--- src/hw/rtl/ibl_pkg.sv ---
// ibl_pkg: shared types and codes for the ipv4 blocklist table
// request/response words, queued job format, front/back control structs
// no dependencies
`timescale 1ns / 1ps

package ibl_pkg;

   // request kinds
   localparam logic [1:0] REQ_LOOKUP = 2'd0;
   localparam logic [1:0] REQ_ADD    = 2'd1;
   localparam logic [1:0] REQ_DELETE = 2'd2;
   localparam logic [1:0] REQ_CLEAR  = 2'd3;

   // response status codes
   localparam logic [1:0] ST_OK        = 2'd0;
   localparam logic [1:0] ST_EXISTS    = 2'd1;
   localparam logic [1:0] ST_NOT_FOUND = 2'd2;
   localparam logic [1:0] ST_FULL      = 2'd3;

   typedef struct packed {
      logic [1:0]  req_type;
      logic [31:0] addr;
   } req_word_type;

   typedef struct packed {
      logic [1:0] status;
      logic       drop;
   } rsp_word_type;

   // classified request as held in the queue
   typedef struct packed {
      logic        scan;   // needs a table scan (lookup, add, delete)
      logic [1:0]  kind;
      logic [31:0] addr;
   } job_type;

   typedef struct packed {
      logic    valid;
      job_type job;
   } fe_out_type;

   typedef struct packed {
      logic take;   // back end pops the queue head
      logic busy;   // clearing pass after reset in progress
   } be_ctl_type;

endpackage

--- src/hw/rtl/ipv4_blocklist_table.sv ---
// ipv4_blocklist_table: top level of the blocked-address table
// depends on ibl_pkg, ibl_front, ibl_engine
`timescale 1ns / 1ps
//
// usage
//   req channel: one word per request, req_word.req_type selects lookup, add,
//     delete or clear, req_word.addr carries the ipv4 address
//   rsp channel: exactly one word per request, in request order; status is
//     ok / already present / not found / table full, drop flags a lookup hit
//   both channels: word moves when valid is high and stall is low
// timing
//   lookup, add and delete scan the table memory one entry per cycle,
//     set by the single read port of the table memory
//   clear sweeps the valid marks one entry per cycle
//   a two-word queue in front takes requests while the engine works
// reset
//   reset starts a clearing pass over every entry; req_stall stays high
//   until it is over, rsp_valid is low
// stall
//   a stalled response holds in the output register; the engine finishes
//   the next word and then waits, the queue fills and req_stall rises
//

module ipv4_blocklist_table
   import ibl_pkg::*;
#(
   parameter int ENTRIES = 64
)
(
   input  logic         clock,
   input  logic         reset,
   input  logic         req_valid,
   output logic         req_stall,
   input  req_word_type req_word,
   output logic         rsp_valid,
   input  logic         rsp_stall,
   output rsp_word_type rsp_word
);

   fe_out_type fe_out;
   be_ctl_type be_ctl;

   // front: accept and classify, hold up to two words
   ibl_front u_front (
      .clock     (clock),
      .reset     (reset),
      .req_valid (req_valid),
      .req_stall (req_stall),
      .req_word  (req_word),
      .fe_out    (fe_out),
      .be_ctl    (be_ctl)
   );

   // back: table scan, write-back and response register
   ibl_engine #(
      .ENTRIES (ENTRIES)
   ) u_engine (
      .clock     (clock),
      .reset     (reset),
      .fe_out    (fe_out),
      .be_ctl    (be_ctl),
      .rsp_valid (rsp_valid),
      .rsp_stall (rsp_stall),
      .rsp_word  (rsp_word)
   );

endmodule

--- src/hw/rtl/ibl_front.sv ---
// ibl_front: request intake, classification and two-word job queue
// depends on ibl_pkg
`timescale 1ns / 1ps

module ibl_front
   import ibl_pkg::*;
(
   input  logic         clock,
   input  logic         reset,
   input  logic         req_valid,
   output logic         req_stall,
   input  req_word_type req_word,
   output fe_out_type   fe_out,
   input  be_ctl_type   be_ctl
);

   job_type    q_ff [2];
   logic [1:0] count_ff, count_in;
   logic       wr_ptr_ff, wr_ptr_in;
   logic       rd_ptr_ff, rd_ptr_in;
   logic       push;
   logic       pop;
   job_type    job_new;

   assign req_stall = (count_ff == 2'd2) || be_ctl.busy;
   assign push      = req_valid && !req_stall;
   assign pop       = be_ctl.take && (count_ff != 2'd0);

   assign job_new.scan = (req_word.req_type != REQ_CLEAR);
   assign job_new.kind = req_word.req_type;
   assign job_new.addr = req_word.addr;

   assign fe_out.valid = (count_ff != 2'd0);
   assign fe_out.job   = q_ff[rd_ptr_ff];

   always_comb begin
      count_in  = count_ff + {1'b0, push} - {1'b0, pop};
      wr_ptr_in = wr_ptr_ff ^ push;
      rd_ptr_in = rd_ptr_ff ^ pop;
   end

   always_ff @(posedge clock) begin
      if (push) begin
         q_ff[wr_ptr_ff] <= job_new;
      end
   end

   always_ff @(posedge clock) begin
      if (reset) begin
         count_ff  <= 2'd0;
         wr_ptr_ff <= 1'b0;
         rd_ptr_ff <= 1'b0;
      end else begin
         count_ff  <= count_in;
         wr_ptr_ff <= wr_ptr_in;
         rd_ptr_ff <= rd_ptr_in;
      end
   end

endmodule

--- src/hw/rtl/ibl_engine.sv ---
// ibl_engine: table memory, scan sequencer, write-back and response register
// depends on ibl_pkg
`timescale 1ns / 1ps

module ibl_engine
   import ibl_pkg::*;
#(
   parameter int ENTRIES = 64
)
(
   input  logic         clock,
   input  logic         reset,
   input  fe_out_type   fe_out,
   output be_ctl_type   be_ctl,
   output logic         rsp_valid,
   input  logic         rsp_stall,
   output rsp_word_type rsp_word
);

   localparam int IW = (ENTRIES > 1) ? $clog2(ENTRIES) : 1;
   localparam logic [IW-1:0] LAST = IW'(ENTRIES - 1);

   typedef enum logic [2:0] {
      S_SWEEP,
      S_IDLE,
      S_SCAN,
      S_FINISH
   } state_type;

   // entry: valid mark on top of the address
   logic [32:0] mem [ENTRIES];
   logic [32:0] rd_data_ff;

   state_type    state_ff;
   logic [IW-1:0] idx_ff;
   logic          issue_done_ff;
   logic          cmp_valid_ff;
   logic [IW-1:0] cmp_idx_ff;
   job_type       job_ff;
   logic          hit_ff;
   logic [IW-1:0] hit_idx_ff;
   logic          free_ff;
   logic [IW-1:0] free_idx_ff;
   logic          sweep_rsp_ff;
   logic          init_ff;
   logic          rsp_valid_ff;
   rsp_word_type  rsp_word_ff;

   logic          out_free;
   logic          need_write;
   logic          mem_we;
   logic [IW-1:0] mem_waddr;
   logic [32:0]   mem_wdata;
   logic          cmp_hit;
   logic          cmp_free;
   rsp_word_type  result;

   assign out_free = !rsp_valid_ff || !rsp_stall;

   assign be_ctl.take = (state_ff == S_IDLE) && fe_out.valid;
   assign be_ctl.busy = init_ff;

   assign cmp_hit  = cmp_valid_ff && rd_data_ff[32] && (rd_data_ff[31:0] == job_ff.addr);
   assign cmp_free = cmp_valid_ff && !rd_data_ff[32];

   always_comb begin
      need_write = 1'b0;
      result     = '{status: ST_OK, drop: 1'b0};
      case (job_ff.kind)
         REQ_LOOKUP: begin
            result.drop = hit_ff;
         end
         REQ_ADD: begin
            if (hit_ff) begin
               result.status = ST_EXISTS;
            end else if (!free_ff) begin
               result.status = ST_FULL;
            end else begin
               need_write = 1'b1;
            end
         end
         REQ_DELETE: begin
            if (hit_ff) begin
               need_write = 1'b1;
            end else begin
               result.status = ST_NOT_FOUND;
            end
         end
         default: begin
            result.status = ST_OK;
         end
      endcase
   end

   always_comb begin
      mem_we    = 1'b0;
      mem_waddr = idx_ff;
      mem_wdata = {1'b0, job_ff.addr};
      if (state_ff == S_SWEEP) begin
         mem_we = 1'b1;
      end else if (state_ff == S_FINISH && out_free && need_write) begin
         mem_we    = 1'b1;
         mem_waddr = (job_ff.kind == REQ_ADD) ? free_idx_ff : hit_idx_ff;
         mem_wdata = {(job_ff.kind == REQ_ADD), job_ff.addr};
      end
   end

   always_ff @(posedge clock) begin
      if (mem_we) begin
         mem[mem_waddr] <= mem_wdata;
      end
      rd_data_ff <= mem[idx_ff];
   end

   always_ff @(posedge clock) begin
      if (reset) begin
         state_ff      <= S_SWEEP;
         idx_ff        <= '0;
         issue_done_ff <= 1'b0;
         cmp_valid_ff  <= 1'b0;
         sweep_rsp_ff  <= 1'b0;
         init_ff       <= 1'b1;
         rsp_valid_ff  <= 1'b0;
         hit_ff        <= 1'b0;
         free_ff       <= 1'b0;
      end else begin
         // in finish the response register is reloaded instead
         if (rsp_valid_ff && !rsp_stall && state_ff != S_FINISH) begin
            rsp_valid_ff <= 1'b0;
         end
         cmp_valid_ff <= (state_ff == S_SCAN) && !issue_done_ff;
         cmp_idx_ff   <= idx_ff;
         case (state_ff)
            S_SWEEP: begin
               if (idx_ff == LAST) begin
                  init_ff <= 1'b0;
                  state_ff <= sweep_rsp_ff ? S_FINISH : S_IDLE;
               end else begin
                  idx_ff <= idx_ff + 1'b1;
               end
            end
            S_IDLE: begin
               if (fe_out.valid) begin
                  job_ff        <= fe_out.job;
                  idx_ff        <= '0;
                  issue_done_ff <= 1'b0;
                  hit_ff        <= 1'b0;
                  free_ff       <= 1'b0;
                  sweep_rsp_ff  <= 1'b1;
                  state_ff      <= fe_out.job.scan ? S_SCAN : S_SWEEP;
               end
            end
            S_SCAN: begin
               if (!issue_done_ff) begin
                  if (idx_ff == LAST) begin
                     issue_done_ff <= 1'b1;
                  end else begin
                     idx_ff <= idx_ff + 1'b1;
                  end
               end
               if (cmp_hit && !hit_ff) begin
                  hit_ff     <= 1'b1;
                  hit_idx_ff <= cmp_idx_ff;
               end
               if (cmp_free && !free_ff) begin
                  free_ff     <= 1'b1;
                  free_idx_ff <= cmp_idx_ff;
               end
               if (cmp_valid_ff && cmp_idx_ff == LAST) begin
                  state_ff <= S_FINISH;
               end
            end
            S_FINISH: begin
               if (out_free) begin
                  rsp_valid_ff <= 1'b1;
                  rsp_word_ff  <= result;
                  state_ff     <= S_IDLE;
               end
            end
            default: begin
               state_ff <= S_IDLE;
            end
         endcase
      end
   end

   assign rsp_valid = rsp_valid_ff;
   assign rsp_word  = rsp_word_ff;

endmodule

--- config.mk ---
export PLATFORM = sky130hd
export DESIGN_NAME = ipv4_blocklist_table
export DESIGN_NICKNAME = d
export VERILOG_FILES = /design/src/hw/rtl/ibl_pkg.sv /design/src/hw/rtl/ipv4_blocklist_table.sv /design/src/hw/rtl/ibl_front.sv /design/src/hw/rtl/ibl_engine.sv
export SDC_FILE = /design/constraint.sdc
export NUM_CORES = 2
export LEC_CHECK = 0
export ABC_CLOCK_PERIOD_IN_PS = 5300
export BUFFER_PORTS_ARGS = -buffer_cell sky130_fd_sc_hd__buf_4
export CORE_UTILIZATION = 65
export CTS_BUF_LIST = sky130_fd_sc_hd__clkbuf_8
export DETAILED_ROUTE_END_ITERATION = 6
export GPL_TIMING_DRIVEN = 0
export PLACE_DENSITY = 0.88
export SLEW_MARGIN = 20
export SYNTH_ARGS = -nofsm -noshare
export SYNTH_HDL_FRONTEND = slang
export SYNTH_HIERARCHICAL = 1
export SYNTH_SLANG_ARGS = --single-unit
--- constraint.sdc ---
create_clock -name clock -period 5.3 [get_ports clock]
set_clock_uncertainty 0.1 [all_clocks]
set_input_delay 1.06 -clock clock [delete_from_list [all_inputs] [get_ports clock]]
set_output_delay 1.06 -clock clock [all_outputs]
set_load 0.01 [all_outputs]
; ---- Yosys cells after proc, flatten, opt, wreduce, memory -nomap -nowiden
; Memories as Yosys holds them, arrays and structs flattened. A register that Yosys moved wholly into a read port is not among the register bits.
; Index checks and enable logic that the tools add are counted.
; Widths: inputs -> output; s select.
[totals]
register_bits = 75
mem_bits_rw = 2182
out_inout_bits = 5
elab_cells = 126
n_memories = 2
[mem_list]
columns = memory, words, width, rd, rd_clocked_by_memory_dff, wr, line_no
row1 = u_engine.mem, 64, 33, 1, 1, 1, ibl_engine.sv:31  ; logic [32:0] mem [ENTRIES];
row2 = u_front.q_ff, 2, 35, 1, 1, 1, ibl_front.sv:17  ; job_type q_ff [2];
[classes]
addsub = 3
n_eq_ne = 18
n_mux = 42
bitwise_logic = 3
n_reduce_logical = 39
[ops]
columns = cell, n
row1 = $mux 33, 2
row2 = $mux 6, 6
row3 = $eq 32x32->1, 1
row4 = $reduce_and 3->1, 7
row5 = $mux 1, 18
row6 = $pmux 6 s3, 1
row7 = $logic_and 1x1->1, 14
row8 = $eq 6x6->1 const B, 2
row9 = $mux 3, 4
row10 = $ne 2x2->1 const B, 6
row11 = $pmux 3 s4, 1
row12 = $mux 2, 5
row13 = $pmux 1 s2, 4
row14 = $logic_not 1->1, 7
row15 = $add 6x1->6 const B, 1
row16 = $eq 3x2->1 const B, 2
row17 = $reduce_and 2->1, 3
row18 = $eq 2x2->1 const B, 2
row19 = $ne 2x1->1 const B, 2
row20 = $pmux 2 s2, 1
row21 = $reduce_and 4->1, 1
row22 = $reduce_bool 2->1, 2
row23 = $eq 3x1->1 const B, 1
row24 = $logic_not 3->1, 1
row25 = 9 further kinds, 11

; ---- Depth between registers and ports, before layout
[depth]
word_depth = 8
depth_mapped = 10
ltp_nobuf = 9

; ---- By module
; The synthesis kept the hierarchy.
[modules_own_cells]
columns = mod, n_inst, cells_per_inst, area_each_um2
row1 = ibl_engine, 1, 3829, 84172.0
row2 = ibl_front, 1, 134, 2800.2

; ---- Worst setup path after synthesis
; OpenSTA, ideal clock, no wires.
[synth_path]
kind = input port to flip-flop
start = in rsp_stall
end = mem u_engine.mem[34][0] (enable)
setup_time_ns = 0.423
t_arrival_ns = 3.883
t_required_ns = 4.777
setup_slack_ns = 0.894
path_stages = 7
n_path_buf = 2
path_cell_list = and2_1 > a2111oi_4 > buf_4 > buf_2 > mux2i_1 > nand2_1 > nor2_1
[synth_between]
elab_chain_cells = 8
word_cells_on_any_way = 10
classes_between = mux (6) / reduce/logical (4)
[synth_lines]
columns = item, line_no
row1 = "start, declared", ipv4_blocklist_table.sv:36  ; input logic rsp_stall,
row2 = $logic_not 1->1 (*), ibl_engine.sv:58  ; assign out_free = !rsp_valid_ff || !rsp_stall;
row3 = $logic_or 1x1->1 (*), ibl_engine.sv:58
row4 = $logic_and 1x1->1 (*) (2 in a row), ibl_engine.sv:101  ; end else if (state_ff == S_FINISH && out_free && need_write) begin
row5 = $mux 1, ibl_engine.sv:101
row6 = $mux 1, ibl_engine.sv:99  ; if (state_ff == S_SWEEP) begin
row7 = $mux 1, ibl_engine.sv:109  ; if (mem_we) begin
row8 = $mux 1 (implied by the code), ibl_engine.sv:110  ; mem[mem_waddr] <= mem_wdata;
row9 = "end, declared", ibl_engine.sv:31
; Mark *: on every way between the ends. The rest lies on a longest branch, timed or not.

; ---- Worst setup path in the final report
[layout_path]
start = reg u_engine.idx_ff[2]
end = mem u_engine.mem[7][29] (enable)
[layout_between]
elab_chain_cells = 2
[layout_lines]
columns = item, line_no
row1 = "start, declared", ibl_engine.sv:35  ; logic [IW-1:0] idx_ff;
row2 = "start signal, assigned", ibl_engine.sv:139  ; idx_ff <= idx_ff + 1'b1;
row3 = "start signal, assigned", ibl_engine.sv:158  ; idx_ff <= idx_ff + 1'b1;
row4 = $mux 6, ibl_engine.sv:101
row5 = $mux 6 (*), ibl_engine.sv:99
; Marked as above.

==> flow_metrics.env <==
export IMPL_path_class="flip-flop to flip-flop"
export IMPL_numCtsBuffers=351
export IMPL_synth_cell_types=54
export IMPL_clkPwrFrac=0.362
export IMPL_ys_seq_area_frac=0.784
export IMPL_pwr_share_seq=0.533
export IMPL_worstPathCellList="buf_2 -> buf_2 -> buf_2 -> buf_2 -> nand2_1 -> mux2i_1 -> nand2_1 -> nor2_4 -> buf_16"
export IMPL_overflow=0
export IMPL_reg2reg_to="u_engine/mem[7][29]"
export IMPL_synth_compound_area_frac=0.0331
export IMPL_top_usage_layer="met2"
export IMPL_synthXorXnorAreaFrac=0.00388
export IMPL_routedWlPerCell_um=41.4
export IMPL_num_fill_cells=6005
export IMPL_fmax_ghz=0.187
export IMPL_vdd_drop_max_uv=354
export IMPL_io_pins=43
export IMPL_drt_initial_drc_count=10600
export IMPL_use_met3=0.167
export IMPL_drv_cap=0
export IMPL_r2r_slack_ns=-0.05
export IMPL_yosys_warnings=6
export IMPL_crit_top_cell="buf_2"
export IMPL_gp_congestion=1.02
export IMPL_grt_usage=0.407
export IMPL_slew_headroom=0.116
export IMPL_synth_top_family_by_area="multiplexers"
export IMPL_antenna_found_initial=31
export IMPL_syn_mean_instance_area_um2=21.9
export IMPL_htreeDepth=5
export IMPL_grt_pass1_wl_mm=375
export IMPL_met1_usage=0.466
export IMPL_timing_final_crit_period_ns=5.35
export IMPL_cp_start_kind="flip-flop"
export IMPL_cp_top_family="buffers and inverters"
export IMPL_cts_resized_gates=0
export IMPL_arrival_ns=5.98
export IMPL_p_sw_frac=0.251
export IMPL_die_y_um=368
export IMPL_reg2reg_depth=9
export IMPL_post_dp_hpwl_mm=165
export IMPL_endpoint="u_engine/mem[7][29]"
export IMPL_port_buffers=42
export IMPL_slowest_stage="nor2_4"
export IMPL_final_util=0.758
export IMPL_min_path_type="primary input to flip-flop"
export IMPL_p_total_mw=37.5
export IMPL_critPathBufInv=5
export IMPL_final_setup_tns_ns=-0.764
export IMPL_totalWireLength_mm=272
export IMPL_timing_final_hold_violations=0
export IMPL_place_area_um2=93700
export IMPL_route_detailed_drc=148
export IMPL_cts_root_buf="clkbuf_8"
export IMPL_critPathMaxStageDelay_ns=0.92
export IMPL_ant_nets=0
export IMPL_reg2reg_from="u_engine/idx_ff[2]"
export IMPL_gr_usage_met2=0.608
export IMPL_core_area_um2=132000
export IMPL_path_depth=9
export IMPL_fin_crit_sh=1.01
export IMPL_synth_simple_area_share=0.0161
export IMPL_initial_utilization=0.658
export IMPL_pwr_density_cell_nw_per_um2=374
export IMPL_yosys_most_used_dff="edfxtp_1"
export IMPL_p_comb_frac=0.105
export IMPL_finalSetupViolCount=40
export IMPL_finalNetCount=4593
export IMPL_fin_area_um2=100000
export IMPL_cts_tree="yes"
export IMPL_path_clk_slew_ns=0.06
export IMPL_synth_edf_count=2237
export IMPL_async_reset_ff_frac=0
export IMPL_setup_slack_ns=-0.0454
export IMPL_rows=133
export IMPL_yosys_mux_area_fraction=0.147
export IMPL_drt_first_pass_iters=7
export IMPL_p_switching_mw=9.40
export IMPL_failed_checks="design-rule violations, negative setup slack"
export IMPL_max_slew_worst_pin_slew_ns=1.32
export IMPL_drive_above_1_share=0.286
export IMPL_clkLatencyLatePin_ns=1.07
export IMPL_netlist_instances=3963
export IMPL_required_ns=5.93
export IMPL_clock_path_buffers=4
export IMPL_synthToLayoutAreaGrowth_pct=15.2
export IMPL_syn_area_um2=87000
export IMPL_synthesis_nets=4009
export IMPL_end_kind="flip-flop"
export IMPL_die_area_um2=135000
export IMPL_cts_setup_buffers=0
export IMPL_cts_hold_buf=0
export IMPL_status="complete, but fails checks"
export IMPL_vias_per_cell=7.65
export IMPL_ys_seq_elements=2289
export IMPL_vias=50300
export IMPL_clock_sinks=2289
export IMPL_intPower_mw=28.1
export IMPL_drv_slew=0
export IMPL_die_w_um=368
export IMPL_cp_max_fo=19
export IMPL_crit_start="u_engine/idx_ff[2]"
export IMPL_leakage_nw=31.6
export IMPL_synthAdderAreaFrac=0.00115
export IMPL_grt_max_degree=34
export IMPL_grt_pass1_vias=50700
export IMPL_rsz0062_at_grt="false"
[worst reg2reg max path, stage by stage, from the launching register on]
cell     delay, ns
dfxtp_1       0.56
buf_2         0.60
buf_2         0.66
buf_2         0.46
buf_2         0.42
nand2_1       0.13
mux2i_1       0.18
nand2_1       0.71
nor2_4        0.92
buf_16        0.26
[sequential cells by signal (all words and copies together), names as in the netlist, 2 cells and up]
signal / count
u_engine/cmp_idx_ff: 6
u_engine/state_ff: 2
u_front/q_ff: 70
u_engine/rd_data_ff: 33
u_engine/mem: 2112
u_engine/idx_ff: 6
u_engine/hit_idx_ff: 6
u_engine/job_ff: 34
u_engine/rsp_word: 3
u_engine/free_idx_ff: 6
u_front/count_ff: 2
[cells in the final DEF, fill, tap and decap left out, types with 35 or more instances in the layout]
master	instances
a211oi_1	78
a22oi_1	57
buf_16	77
buf_2	84
buf_4	70
buf_8	82
clkbuf_1	70
clkbuf_8	368
clkinv_1	83
dfxtp_1	52
edfxtp_1	2237
inv_1	124
mux2_2	42
mux2i_1	225
mux4_2	446
nand2_1	51
nor2_1	35
nor2_4	65
o22ai_1	100
[cell families after synthesis]
logic type	after synthesis
adders and majority gates	8
DFF	2289
buffers and inverters	230
muxes	715
and+or+nand+nor	288
AOI/OAI and AO/OA	396
xor gates and xnor gates	37
[synth_stat cells, drive strengths merged, types with 14 or more instances]
master  instances  area (um2)
clkbuf         71         267
nor2b          26         163
a22oi          57         428
mux2           44         503
xnor2          29         254
nand2          51         191
a211oi         91         713
mux2i         225        2250
edfxtp       2237       67200
a22o           34         298
o221ai         25         219
or3            25         156
dfxtp          52        1040
nor2          100         375
buf           148         936
mux4          446       10000
o22ai         100         626
a21oi          33         165
o21ai          14        70.1
nor3           30         150
[layer usage]
layer  routed length (um)  vias to the layer above
li1                     -                    18000
met1                76600                    24600
met2               123000                     6076
met3                45600                     1691
met4                26800                       28
met5                  393                        -
[layout make-up]
class | count | area (um2) | area share
antenna | 20 | 50.0 | 0.000500
buffer | 219 | 1200 | 0.0120
clock buffer | 368 | 5060 | 0.0506
clock inverter | 240 | 1120 | 0.0112
inverter | 11 | 41.3 | 0.000412
multi-input combinational | 1444 | 18100 | 0.181
sequential | 2289 | 68200 | 0.681
tap | 1755 | 2200 | 0.0219
timing repair buffer | 231 | 4130 | 0.0412
[through the flow]
stage,std cells,hold slack (ns),setup WS [ns]
after floorplan,3963,0.306,0.894
after global placement,5760,0.315,-1.22
after detailed placement,5938,0.347,0.391
after CTS,6546,0.0391,0.442
after global routing,6566,0.0568,0.134
final,6577,0.0779,-0.0454
[worst min-delay path by stage]
stage / endpoint / cells past startpoint / slack (ns) / startpoint
after floorplan: u_engine/cmp_idx_ff[5] / 0 / 0.31 / u_engine/idx_ff[5]
after global placement: u_engine/cmp_idx_ff[5] / 0 / 0.32 / u_engine/idx_ff[5]
after detailed placement: u_engine/cmp_idx_ff[5] / 0 / 0.35 / u_engine/idx_ff[5]
after CTS: u_front/q_ff[1][18] / 1 / 0.04 / req_word[18]
after global routing: u_front/q_ff[1][18] / 1 / 0.06 / req_word[18]
final: u_front/q_ff[1][18] / 1 / 0.08 / req_word[18]
[power by group through the flow]
stage / registers [mW] / clock network [mW] / logic, mW
after floorplan: 20.3 / 0 / 2.32
after global placement: 20.3 / 0 / 3.36
after detailed placement: 20.3 / 0 / 3.61
after CTS: 19.9 / 13.5 / 3.73
after global routing: 19.9 / 14.2 / 3.93
final: 20.0 / 13.6 / 3.94
No activity file was read; power rests on OpenSTA's default activity.
